<file path="src/hdl/cubic_window_control_unit_macros.svh">
// Assertion macros shared by the control unit modules.
`ifndef CUBIC_WINDOW_CONTROL_UNIT_MACROS_SVH
`define CUBIC_WINDOW_CONTROL_UNIT_MACROS_SVH

// Antecedent on one edge, consequent on the next.
`define CWCU_ASSERT_NEXT(label, ante, cons, msg) \
	label: assert property (@(posedge clk) disable iff (!arst_n) (ante) |=> (cons)) \
		else $error(msg);

// Condition that holds at every edge out of reset.
`define CWCU_ASSERT_ALWAYS(label, cond, msg) \
	label: assert property (@(posedge clk) disable iff (!arst_n) 1'b1 |-> (cond)) \
		else $error(msg);

`endif

</file>
<file path="src/hdl/cwcu_pkg.sv">
`default_nettype none
package cwcu_pkg;

	localparam int WinW      = 16;
	localparam int TimeW     = 32;
	localparam int ThrW      = WinW + 8;
	localparam int CfgW      = 16;
	localparam int DivW      = 49;
	localparam int DivCntW   = 6;
	localparam int RootW     = 20;
	localparam int RootCntW  = 5;
	localparam int MulAW     = 40;
	localparam int MulBW     = 20;
	localparam int ProdW     = MulAW + MulBW;
	localparam int TermW     = 46;
	localparam int TgtW      = 47;

	localparam logic [CfgW-1:0] GainReset  = 16'd26214;
	localparam logic [CfgW-1:0] BetaReset  = 16'd45875;
	localparam logic [ThrW-1:0] ThrReset   = 24'd8192;
	localparam logic [ThrW-1:0] ThrFloor   = 24'd512;

	// ceil(2^44 / 125) split at bit 20; exact floor(n / 125) for n below 2^37
	localparam logic [MulBW-1:0] RecipHi = 20'd134217;
	localparam logic [MulBW-1:0] RecipLo = 20'd763364;

	localparam logic REG_GAIN = 1'b0;
	localparam logic REG_BETA = 1'b1;

	localparam logic OP_DATA    = 1'b0;
	localparam logic OP_TIMEOUT = 1'b1;

	typedef enum logic [4:0] {
		S_IDLE, S_DECIDE, S_GROW, S_TO_MUL, S_TO_APPLY,
		S_T_LO, S_T_HI, S_T_SAVE, S_X_MUL, S_X_LOAD, S_X_DIV, S_X_SAVE,
		S_R_SQ, S_R_CUBE, S_R_CMP, S_M, S_M_SQ, S_M_CUBE,
		S_C_HI, S_C_LO, S_C_SUM, S_C_DEC, S_FINISH
	} state_t;

	typedef enum logic [4:0] {
		CMD_NONE, CMD_LOAD, CMD_GROW, CMD_TO_MUL, CMD_TO_APPLY,
		CMD_T_LO, CMD_T_HI, CMD_DIV_STEP, CMD_T_SAVE, CMD_X_MUL, CMD_X_LOAD, CMD_X_SAVE,
		CMD_R_SQ, CMD_R_CUBE, CMD_R_CMP, CMD_M, CMD_M_SQ, CMD_M_CUBE,
		CMD_C_HI, CMD_C_LO, CMD_C_SUM, CMD_C_DEC, CMD_OUT
	} cmd_t;

	typedef struct packed {
		logic is_timeout;
		logic in_slow_start;
		logic div_last;
		logic root_last;
	} status_t;

endpackage
`default_nettype wire

</file>
<file path="src/hdl/cwcu_dp.sv">
`default_nettype none
`include "cubic_window_control_unit_macros.svh"
module cwcu_dp (
	input  wire                              clk,
	input  wire                              arst_n,
	input  wire cwcu_pkg::cmd_t              cmd,
	output cwcu_pkg::status_t                status,
	input  wire                              op,
	input  wire  [cwcu_pkg::TimeW-1:0]       now_ms,
	input  wire                              cfg_wr,
	input  wire                              cfg_index,
	input  wire  [cwcu_pkg::CfgW-1:0]        cfg_data,
	output logic [cwcu_pkg::WinW-1:0]        window,
	output logic                             slow_start
);
	import cwcu_pkg::*;

	logic [CfgW-1:0]    gain_q, beta_q;
	logic [WinW-1:0]    cwnd_q, peak_q;
	logic [ThrW-1:0]    thresh_q;
	logic [TimeW-1:0]   epoch_q, now_q;
	logic               op_q;
	logic [TimeW-1:0]   t8_q, m_q;
	logic [56:0]        t_lo_q;
	logic [DivW-1:0]    x_q, quo_q;
	logic [CfgW-1:0]    rem_q, dvs_q;
	logic [DivCntW-1:0] div_cnt_q;
	logic [RootW-1:0]   r_q;
	logic [RootCntW-1:0] bit_q;
	logic [ProdW-1:0]   prod_q, m3_q;
	logic [55:0]        hi_q;
	logic [TermW-1:0]   term_q;
	logic               neg_q, sat_q;
	logic [WinW-1:0]    window_q;
	logic               slow_q;

	logic [MulAW-1:0]   mul_a;
	logic [MulBW-1:0]   mul_b;
	logic [ProdW-1:0]   mul_p;
	logic [TimeW+4:0]   t_num;
	logic [75:0]        t_sum;
	logic [RootW-1:0]   cand;
	logic [CfgW:0]      trial, diff;
	logic               ge;
	logic [CfgW-1:0]    gain_nz;
	logic [CfgW:0]      one_minus;
	logic [WinW-1:0]    w_nz;
	logic [ThrW-1:0]    th_raw, th_new;
	logic [WinW-1:0]    cw_new;
	logic [TimeW-1:0]   k_ext;
	logic [75:0]        term_sum;
	logic [TgtW-1:0]    base, term_ext, target;
	logic               grow_curve, slow_now;

	assign gain_nz   = (gain_q == '0) ? CfgW'(1) : gain_q;
	assign one_minus = (CfgW+1)'(1 << CfgW) - {1'b0, beta_q};
	assign w_nz      = (cwnd_q == '0) ? WinW'(1) : cwnd_q;
	assign cand      = r_q | (RootW'(1) << bit_q);
	assign k_ext     = TimeW'(r_q);
	assign slow_now  = {cwnd_q, 8'b0} < thresh_q;

	// elapsed ms times 32, to be divided by 125 for Q8 seconds
	assign t_num = {now_q - epoch_q, 5'b0};

	always_comb begin
		mul_a = '0;
		mul_b = '0;
		case (cmd)
			CMD_T_LO: begin
				mul_a = MulAW'(t_num);
				mul_b = RecipLo;
			end
			CMD_T_HI: begin
				mul_a = MulAW'(t_num);
				mul_b = RecipHi;
			end
			CMD_TO_MUL: begin
				mul_a = MulAW'(w_nz);
				mul_b = MulBW'(beta_q);
			end
			CMD_X_MUL: begin
				mul_a = MulAW'(peak_q);
				mul_b = MulBW'(one_minus);
			end
			CMD_R_SQ: begin
				mul_a = MulAW'(cand);
				mul_b = cand;
			end
			CMD_R_CUBE: begin
				mul_a = prod_q[MulAW-1:0];
				mul_b = cand;
			end
			CMD_M_SQ: begin
				mul_a = MulAW'(m_q[RootW-1:0]);
				mul_b = m_q[RootW-1:0];
			end
			CMD_M_CUBE: begin
				mul_a = prod_q[MulAW-1:0];
				mul_b = m_q[RootW-1:0];
			end
			CMD_C_HI: begin
				mul_a = prod_q[ProdW-1:MulBW];
				mul_b = MulBW'(gain_nz);
			end
			CMD_C_LO: begin
				mul_a = MulAW'(m3_q[MulBW-1:0]);
				mul_b = MulBW'(gain_nz);
			end
			default: ;
		endcase
	end
	assign mul_p = ProdW'(mul_a) * ProdW'(mul_b);

	// join the two reciprocal partial products, keep bits 44 and up
	assign t_sum = {prod_q[55:0], 20'b0} + 76'(t_lo_q);

	// one quotient bit per step, restoring
	assign trial = {rem_q, quo_q[DivW-1]};
	assign ge    = trial >= {1'b0, dvs_q};
	assign diff  = trial - {1'b0, dvs_q};

	assign th_raw = prod_q[ThrW+7:8];
	assign th_new = (th_raw < ThrFloor) ? ThrFloor : th_raw;
	assign cw_new = (th_new[ThrW-1:8] == '0) ? WinW'(1) : th_new[ThrW-1:8];

	assign term_sum = {hi_q, 20'b0} + 76'(prod_q[35:0]);
	assign base     = TgtW'({peak_q, 8'b0});
	assign term_ext = TgtW'(term_q);
	always_comb begin
		if (neg_q) target = (term_ext >= base) ? '0 : base - term_ext;
		else       target = base + term_ext;
	end
	assign grow_curve = target > TgtW'({cwnd_q, 8'b0});

	always_ff @(posedge clk or negedge arst_n) begin
		if (!arst_n) begin
			gain_q   <= GainReset;
			beta_q   <= BetaReset;
			cwnd_q   <= WinW'(1);
			peak_q   <= WinW'(1);
			thresh_q <= ThrReset;
			epoch_q  <= '0;
		end else begin
			if (cfg_wr) begin
				unique case (cfg_index)
					REG_GAIN: gain_q <= cfg_data;
					REG_BETA: beta_q <= cfg_data;
					default: ;
				endcase
			end
			case (cmd)
				CMD_TO_APPLY: begin
					peak_q   <= w_nz;
					thresh_q <= th_new;
					cwnd_q   <= cw_new;
					epoch_q  <= now_q;
				end
				CMD_GROW: if (cwnd_q != '1) cwnd_q <= cwnd_q + WinW'(1);
				CMD_C_DEC: if (grow_curve && cwnd_q != '1) cwnd_q <= cwnd_q + WinW'(1);
				default: ;
			endcase
		end
	end

	always_ff @(posedge clk) begin
		case (cmd)
			CMD_LOAD: begin
				op_q  <= op;
				now_q <= now_ms;
			end
			CMD_T_HI: t_lo_q <= prod_q[56:0];
			CMD_T_SAVE: t8_q <= t_sum[75:44];
			CMD_X_LOAD: begin
				quo_q     <= {prod_q[32:0], 16'b0};
				dvs_q     <= gain_nz;
				rem_q     <= '0;
				div_cnt_q <= '0;
			end
			CMD_DIV_STEP: begin
				rem_q     <= ge ? diff[CfgW-1:0] : trial[CfgW-1:0];
				quo_q     <= {quo_q[DivW-2:0], ge};
				div_cnt_q <= div_cnt_q + DivCntW'(1);
			end
			CMD_X_SAVE: begin
				x_q   <= quo_q;
				r_q   <= '0;
				bit_q <= RootCntW'(RootW - 1);
			end
			CMD_R_CMP: begin
				if (prod_q <= ProdW'({x_q, 8'b0})) r_q <= cand;
				bit_q <= bit_q - RootCntW'(1);
			end
			CMD_M: begin
				neg_q <= t8_q < k_ext;
				m_q   <= (t8_q < k_ext) ? k_ext - t8_q : t8_q - k_ext;
				sat_q <= t8_q >= k_ext ? ((t8_q - k_ext) >= TimeW'(1 << RootW))
				                       : ((k_ext - t8_q) >= TimeW'(1 << RootW));
			end
			CMD_C_HI: m3_q <= prod_q;
			CMD_C_LO: hi_q <= prod_q[55:0];
			CMD_C_SUM: term_q <= sat_q ? TermW'(1) << (TermW - 1) : TermW'(term_sum[75:32]);
			CMD_OUT: begin
				window_q <= cwnd_q;
				slow_q   <= slow_now;
			end
			default: ;
		endcase
		case (cmd)
			CMD_T_LO, CMD_T_HI, CMD_TO_MUL, CMD_X_MUL, CMD_R_SQ, CMD_R_CUBE,
			CMD_M_SQ, CMD_M_CUBE, CMD_C_HI, CMD_C_LO: prod_q <= mul_p;
			default: ;
		endcase
	end

	assign status.is_timeout    = (op_q == OP_TIMEOUT);
	assign status.in_slow_start = slow_now;
	assign status.div_last      = (div_cnt_q == DivCntW'(DivW - 1));
	assign status.root_last     = (bit_q == '0);
	assign window     = window_q;
	assign slow_start = slow_q;

	`CWCU_ASSERT_ALWAYS(a_cwnd_nonzero, cwnd_q != '0, "window register reached zero")
	`CWCU_ASSERT_ALWAYS(a_thresh_floor, thresh_q >= ThrFloor, "threshold below 2.0")
endmodule
`default_nettype wire

</file>
<file path="src/hdl/cwcu_ctrl.sv">
`default_nettype none
`include "cubic_window_control_unit_macros.svh"
module cwcu_ctrl (
	input  wire                clk,
	input  wire                arst_n,
	input  wire                in_valid,
	output logic               in_stall,
	output logic               out_valid,
	input  wire                out_stall,
	input  wire cwcu_pkg::status_t status,
	output cwcu_pkg::cmd_t     cmd
);
	import cwcu_pkg::*;

	state_t state_q, state_d;
	logic   out_valid_q;

	always_ff @(posedge clk or negedge arst_n) begin
		if (!arst_n) begin
			state_q     <= S_IDLE;
			out_valid_q <= 1'b0;
		end else begin
			state_q <= state_d;
			if (cmd == CMD_OUT)  out_valid_q <= 1'b1;
			else if (!out_stall) out_valid_q <= 1'b0;
		end
	end

	always_comb begin
		state_d = state_q;
		cmd     = CMD_NONE;
		unique case (state_q)
			S_IDLE: if (in_valid) begin
				cmd     = CMD_LOAD;
				state_d = S_DECIDE;
			end
			S_DECIDE: begin
				if (status.is_timeout)         state_d = S_TO_MUL;
				else if (status.in_slow_start) state_d = S_GROW;
				else                           state_d = S_T_LO;
			end
			S_GROW: begin
				cmd     = CMD_GROW;
				state_d = S_FINISH;
			end
			S_TO_MUL: begin
				cmd     = CMD_TO_MUL;
				state_d = S_TO_APPLY;
			end
			S_TO_APPLY: begin
				cmd     = CMD_TO_APPLY;
				state_d = S_FINISH;
			end
			S_T_LO: begin
				cmd     = CMD_T_LO;
				state_d = S_T_HI;
			end
			S_T_HI: begin
				cmd     = CMD_T_HI;
				state_d = S_T_SAVE;
			end
			S_T_SAVE: begin
				cmd     = CMD_T_SAVE;
				state_d = S_X_MUL;
			end
			S_X_MUL: begin
				cmd     = CMD_X_MUL;
				state_d = S_X_LOAD;
			end
			S_X_LOAD: begin
				cmd     = CMD_X_LOAD;
				state_d = S_X_DIV;
			end
			S_X_DIV: begin
				cmd = CMD_DIV_STEP;
				if (status.div_last) state_d = S_X_SAVE;
			end
			S_X_SAVE: begin
				cmd     = CMD_X_SAVE;
				state_d = S_R_SQ;
			end
			S_R_SQ: begin
				cmd     = CMD_R_SQ;
				state_d = S_R_CUBE;
			end
			S_R_CUBE: begin
				cmd     = CMD_R_CUBE;
				state_d = S_R_CMP;
			end
			S_R_CMP: begin
				cmd     = CMD_R_CMP;
				state_d = status.root_last ? S_M : S_R_SQ;
			end
			S_M: begin
				cmd     = CMD_M;
				state_d = S_M_SQ;
			end
			S_M_SQ: begin
				cmd     = CMD_M_SQ;
				state_d = S_M_CUBE;
			end
			S_M_CUBE: begin
				cmd     = CMD_M_CUBE;
				state_d = S_C_HI;
			end
			S_C_HI: begin
				cmd     = CMD_C_HI;
				state_d = S_C_LO;
			end
			S_C_LO: begin
				cmd     = CMD_C_LO;
				state_d = S_C_SUM;
			end
			S_C_SUM: begin
				cmd     = CMD_C_SUM;
				state_d = S_C_DEC;
			end
			S_C_DEC: begin
				cmd     = CMD_C_DEC;
				state_d = S_FINISH;
			end
			S_FINISH: if (!out_valid_q || !out_stall) begin
				// slot is free or frees at this edge
				cmd     = CMD_OUT;
				state_d = S_IDLE;
			end
			default: state_d = S_IDLE;
		endcase
	end

	assign in_stall  = (state_q != S_IDLE);
	assign out_valid = out_valid_q;

	`CWCU_ASSERT_NEXT(a_busy_after_accept, in_valid && !in_stall, in_stall,
		"block took an item without going busy")
	`CWCU_ASSERT_NEXT(a_finish_fills, state_q == S_FINISH && !out_valid_q, out_valid_q,
		"finished item not presented")
	`CWCU_ASSERT_NEXT(a_root_exit, state_q == S_R_CMP && status.root_last, state_q == S_M,
		"root search did not stop after its last bit")
endmodule
`default_nettype wire

</file>
<file path="src/hdl/cubic_window_control_unit.sv">
// Cubic congestion window controller.
// Input channel (in_valid, in_stall, op, now_ms): one event per item, op 0 for a
// data arrival and op 1 for a timeout, stamped with a millisecond time.
// Output channel (out_valid, out_stall, window, slow_start): one item per event
// giving the window after it and whether the window is below the threshold.
// Configuration (cfg_valid, cfg_ready, cfg_index, cfg_data): index 0 writes the
// cubic gain, index 1 the decrease factor, both Q0.16; write only when idle.
// A data arrival on the cubic curve runs a reciprocal multiplication for the
// elapsed time in Q8 seconds, a 49-step restoring division for the curve
// origin, a 20-bit cube root that squares, cubes and compares for each bit,
// and the cube term, all on one shared 40x20 multiplier.
// A new item is taken once the previous one sits in the output register, so
// a result waiting on out_stall does not hold up the next event's work;
// only its own hand-over waits until the output register is free.
// Reset restores window 1, threshold 32.0, peak window 1, epoch 0 and the
// default gain and decrease factor; the output register comes up empty.
`default_nettype none
module cubic_window_control_unit (
	input  wire                          clk,
	input  wire                          arst_n,
	input  wire                          in_valid,
	output logic                         in_stall,
	input  wire                          op,
	input  wire  [cwcu_pkg::TimeW-1:0]   now_ms,
	output logic                         out_valid,
	input  wire                          out_stall,
	output logic [cwcu_pkg::WinW-1:0]    window,
	output logic                         slow_start,
	input  wire                          cfg_valid,
	output logic                         cfg_ready,
	input  wire                          cfg_index,
	input  wire  [cwcu_pkg::CfgW-1:0]    cfg_data
);
	import cwcu_pkg::*;

	cmd_t    cmd;
	status_t status;

	assign cfg_ready = 1'b1;

	cwcu_ctrl u_ctrl (
		.clk       (clk),
		.arst_n    (arst_n),
		.in_valid  (in_valid),
		.in_stall  (in_stall),
		.out_valid (out_valid),
		.out_stall (out_stall),
		.status    (status),
		.cmd       (cmd)
	);

	cwcu_dp u_dp (
		.clk        (clk),
		.arst_n     (arst_n),
		.cmd        (cmd),
		.status     (status),
		.op         (op),
		.now_ms     (now_ms),
		.cfg_wr     (cfg_valid && cfg_ready),
		.cfg_index  (cfg_index),
		.cfg_data   (cfg_data),
		.window     (window),
		.slow_start (slow_start)
	);
endmodule
`default_nettype wire
</file>
<file path="config.mk">
export PLATFORM = sky130hd
export DESIGN_NAME = cubic_window_control_unit
export DESIGN_NICKNAME = d
export VERILOG_FILES = /design/src/hdl/cwcu_pkg.sv /design/src/hdl/cwcu_dp.sv /design/src/hdl/cwcu_ctrl.sv /design/src/hdl/cubic_window_control_unit.sv
export VERILOG_INCLUDE_DIRS = /design/src /design/src/hdl
export SDC_FILE = /design/constraint.sdc
export NUM_CORES = 2
export LEC_CHECK = 0
export BUFFER_PORTS_ARGS = -buffer_cell sky130_fd_sc_hd__buf_2
export CORE_MARGIN = 1.5
export CORE_UTILIZATION = 45
export DETAILED_ROUTE_END_ITERATION = 10
export PLACE_DENSITY = 0.67
export SYNTH_ARGS = -nofsm -noshare
export SYNTH_HDL_FRONTEND = slang
export SYNTH_SLANG_ARGS = --single-unit
</file>
<file path="constraint.sdc">
create_clock -name clk -period 13.6 [get_ports clk]
set_input_delay 1.36 -clock clk [delete_from_list [all_inputs] [get_ports clk]]
set_output_delay 1.36 -clock clk [all_outputs]
set_load 0.01 [all_outputs]
</file>
==> flow_metrics.env <==
export IMPL_cp_arrival_ns=12.27
export IMPL_fp_dieH_um=371
export IMPL_ctsHoldBuffers=0
export IMPL_dieArea_um2=138000
export IMPL_cts_sinks=609
export IMPL_worst_path_max_delay_cell="or2_1"
export IMPL_max_freq_ghz=0.0844
export IMPL_numCtsBuffers=74
export IMPL_synth_area_leaders="edfxtp_1, fa_1, ha_1"
export IMPL_end_kind="register"
export IMPL_hp_start="u_dp.quo_q[14]$_SDFFCE_PP0P_"
export IMPL_start_util_pct=45.5
export IMPL_r2r_cells=34
export IMPL_path_delay_family="simple AND/OR/NAND/NOR gates"
export IMPL_grt_use_total_pct=30.7
export IMPL_grt_max_degree=104
export IMPL_nFillCells=12400
export IMPL_skew_ns=0.0717
export IMPL_fin_tns_setup_ns=0
export IMPL_min_period_ns=11.85
export IMPL_ys_ff_latch=609
export IMPL_netlist_instances=6501
export IMPL_relSlewSlack_pct=10.1
export IMPL_first_pass_iters=8
export IMPL_use_met1_pct=39.4
export IMPL_setup_viol=0
export IMPL_synth_area_leader_cell="edfxtp_1"
export IMPL_core_um2=134000
export IMPL_syn_to_final_growth_pct=8.21
export IMPL_max_cap_violations=0
export IMPL_tritoncts="built"
export IMPL_fp_row_count=134
export IMPL_synth_edf_count=483
export IMPL_grt_overflow_total=0
export IMPL_fin_area_um2=66000
export IMPL_synth_top_area_share_pct=23.8
export IMPL_synth_async_sr_flop_share_pct=20.7
export IMPL_yosysWarnings=0
export IMPL_clk_path_buf_depth=3
export IMPL_dpl_hpwl_um=161000
export IMPL_viasPerCell=5.94
export IMPL_critPathKind="register to register"
export IMPL_syn_area_um2=61000
export IMPL_grt_setup_unrepaired="no"
export IMPL_met2_usage_pct=47.2
export IMPL_path_buf_inv=7
export IMPL_placed_cell_area_um2=63600
export IMPL_fin_nets=7655
export IMPL_post_cts_repair_setup_buffers=0
export IMPL_ioPinCount=75
export IMPL_wirelength_um=209000
export IMPL_holdPathStages=0
export IMPL_synth_commonest_cells="inv_1, nand2_1, fa_1"
export IMPL_syn_area_per_cell_um2=9.38
export IMPL_synthDistinctLibCells=103
export IMPL_crit_path_max_fanout=28
export IMPL_grt_pass1_vias=49400
export IMPL_reg2reg_setup_slack_ns=1.75
export IMPL_final_hold_viol_count=0
export IMPL_worstReg2RegStart="u_ctrl.state_q[1]$_DFFE_PN0P_"
export IMPL_path_clk_slew_ns=0.06
export IMPL_grt_pass1_wl_um=314000
export IMPL_cp_common_cell="fa_1"
export IMPL_reg2reg_to="u_dp.prod_q[59]$_DFFE_PP_"
export IMPL_drc=0
export IMPL_finalNonFillerCells=8317
export IMPL_use_met3_pct=7.43
export IMPL_h_tree_depth=3
export IMPL_drt_iter0_drc=5709
export IMPL_tightest_slew_ns=1.34
export IMPL_holdWs_ns=0.432
export IMPL_post_drt_wl_per_cell_um=25.1
export IMPL_finalCritPeriodShare_pct=87.1
export IMPL_ant_nets=0
export IMPL_status="completed"
export IMPL_drive_gt1_share_pct=6.85
export IMPL_antenna_found_initial=9
export IMPL_clock_latency_ns=0.70
export IMPL_via_count=49400
export IMPL_gr_max_usage_layer="met2"
export IMPL_die_x_um=371
export IMPL_cts_root_buf="clkbuf_16"
export IMPL_place_gp_congestion=1.00
export IMPL_port_buffers=73
export IMPL_cts_resized=0
export IMPL_hp_class="register to register"
export IMPL_critPathLaunchType="register"
export IMPL_synth_fp_nets=7673
export IMPL_dp_cells=8175
export IMPL_yosysSeqAreaShare_pct=29.0
export IMPL_cpPeakStageDelay_ns=0.82
export IMPL_synth_main_ff_cell="edfxtp_1"
export IMPL_yosysMostFrequentCell="inv_1"
export IMPL_hold_path_end="u_dp.x_q[14]$_DFFE_PP_"
export IMPL_required_ns=14.02
export IMPL_drv_slew=0
-- metal layers --
layer,up-vias,wire [um]
met4,4,14500
met1,24400,80300
met3,683,22600
met2,2739,91400
met5,-,20
li1,21500,-
-- state kept, by name, summed over array words and instances (netlist names), 20 cells and up --
signal and count:
u_dp.thresh_q 24, u_dp.t8_q 32, u_dp.r_q 20, u_dp.t_lo_q 37, u_dp.hi_q 56, u_dp.epoch_q 32
u_dp.quo_q 49, u_dp.prod_q 60, u_dp.term_q 45, u_dp.now_q 32, u_dp.m3_q 20, u_dp.x_q 49
u_dp.m_q 20
-- through the flow --
step | setup WS [ns] | util (%)
after floorplan | 2.46 | -
after global placement | 1.85 | 47.4
after detailed placement | 1.74 | 47.4
after CTS | 2.03 | 49.3
after global routing | 1.37 | 49.3
final | 1.75 | 49.3
-- cell type report --
class	instances	area, um2	area share [%]
clock buffers	94	1960	2.97
inverters	1015	3810	5.77
clock inverters	40	482	0.730
repair buffers	204	1360	2.05
flip-flops and latches	609	17700	26.8
diodes	8	20.0	0.0303
well taps	1768	2210	3.35
multi-input cells	4579	38500	58.3
-- worst max-delay path by stage --
stage / from / endpoint / slack (ns) / cells past startpoint
floorplan: in_valid / u_dp.prod_q[59]$_DFFE_PP_ / 2.46 / 34
detailed placement: in_valid / u_dp.prod_q[59]$_DFFE_PP_ / 1.74 / 34
global route: u_ctrl.state_q[3]$_DFFE_PN0P_ / u_dp.prod_q[59]$_DFFE_PP_ / 1.37 / 33
CTS: u_ctrl.state_q[1]$_DFFE_PN0P_ / u_dp.prod_q[59]$_DFFE_PP_ / 2.03 / 34
finish: u_ctrl.state_q[1]$_DFFE_PN0P_ / u_dp.prod_q[59]$_DFFE_PP_ / 1.75 / 34
global placement: in_valid / u_dp.prod_q[59]$_DFFE_PP_ / 1.85 / 34
-- cells by family after synthesis --
| kind of cell | after synthesis | synth area share [%] |
|---|---|---|
| simple gates | 2075 | 15.3 |
| buf+inv | 1313 | 8.20 |
| fa+ha+maj | 1118 | 31.4 |
| compound gates | 1117 | 12.1 |
| flops | 609 | 29.0 |
| xor+xnor | 198 | 2.84 |
| mux | 70 | 1.23 |
| other cells | 1 | 0.00615 |
-- worst register-to-register path: cells and delay by family, from the launching register on --
family / cells / cell delay [ns]
AO/OA/AOI/OAI: 3 / 0.94
adder cells (fa/ha/maj): 8 / 3.99
buffers and inverters: 7 / 0.96
flip-flops: 1 / 0.63
multiplexers: 1 / 0.28
AND/OR/NAND/NOR: 15 / 4.80
-- layout by cell type (no fill, tap or decap), types with 20 or more instances in the layout --
cell	netlist	final
a211oi_1	33	31
a21o_1	130	128
a21oi_1	296	293
a221o_1	23	22
a221oi_1	24	24
a22oi_1	31	31
a31oi_1	43	43
and2_1	92	92
and3_1	51	51
and4_1	20	20
buf_2	26	72
buf_4	2	131
clkbuf_16	0	75
dfrtp_1	106	106
dfstp_2	20	20
edfxtp_1	483	483
fa_1	685	685
ha_1	432	432
inv_1	1014	1014
mux2_2	35	35
mux2i_1	33	33
nand2_1	873	873
nand2b_1	39	39
nand3_1	123	123
nand4_1	62	62
nor2_1	555	548
nor2b_1	59	58
nor3_1	88	82
nor4_1	36	35
o211ai_1	34	34
o21a_1	38	38
o21ai_0	237	231
o21bai_1	24	24
o31ai_1	21	20
xnor2_1	110	110
xor2_1	88	88
Power is left out: the tool's default activity adds up to more than one toggle a clock period on the data nets, which glitch-free logic cannot reach.
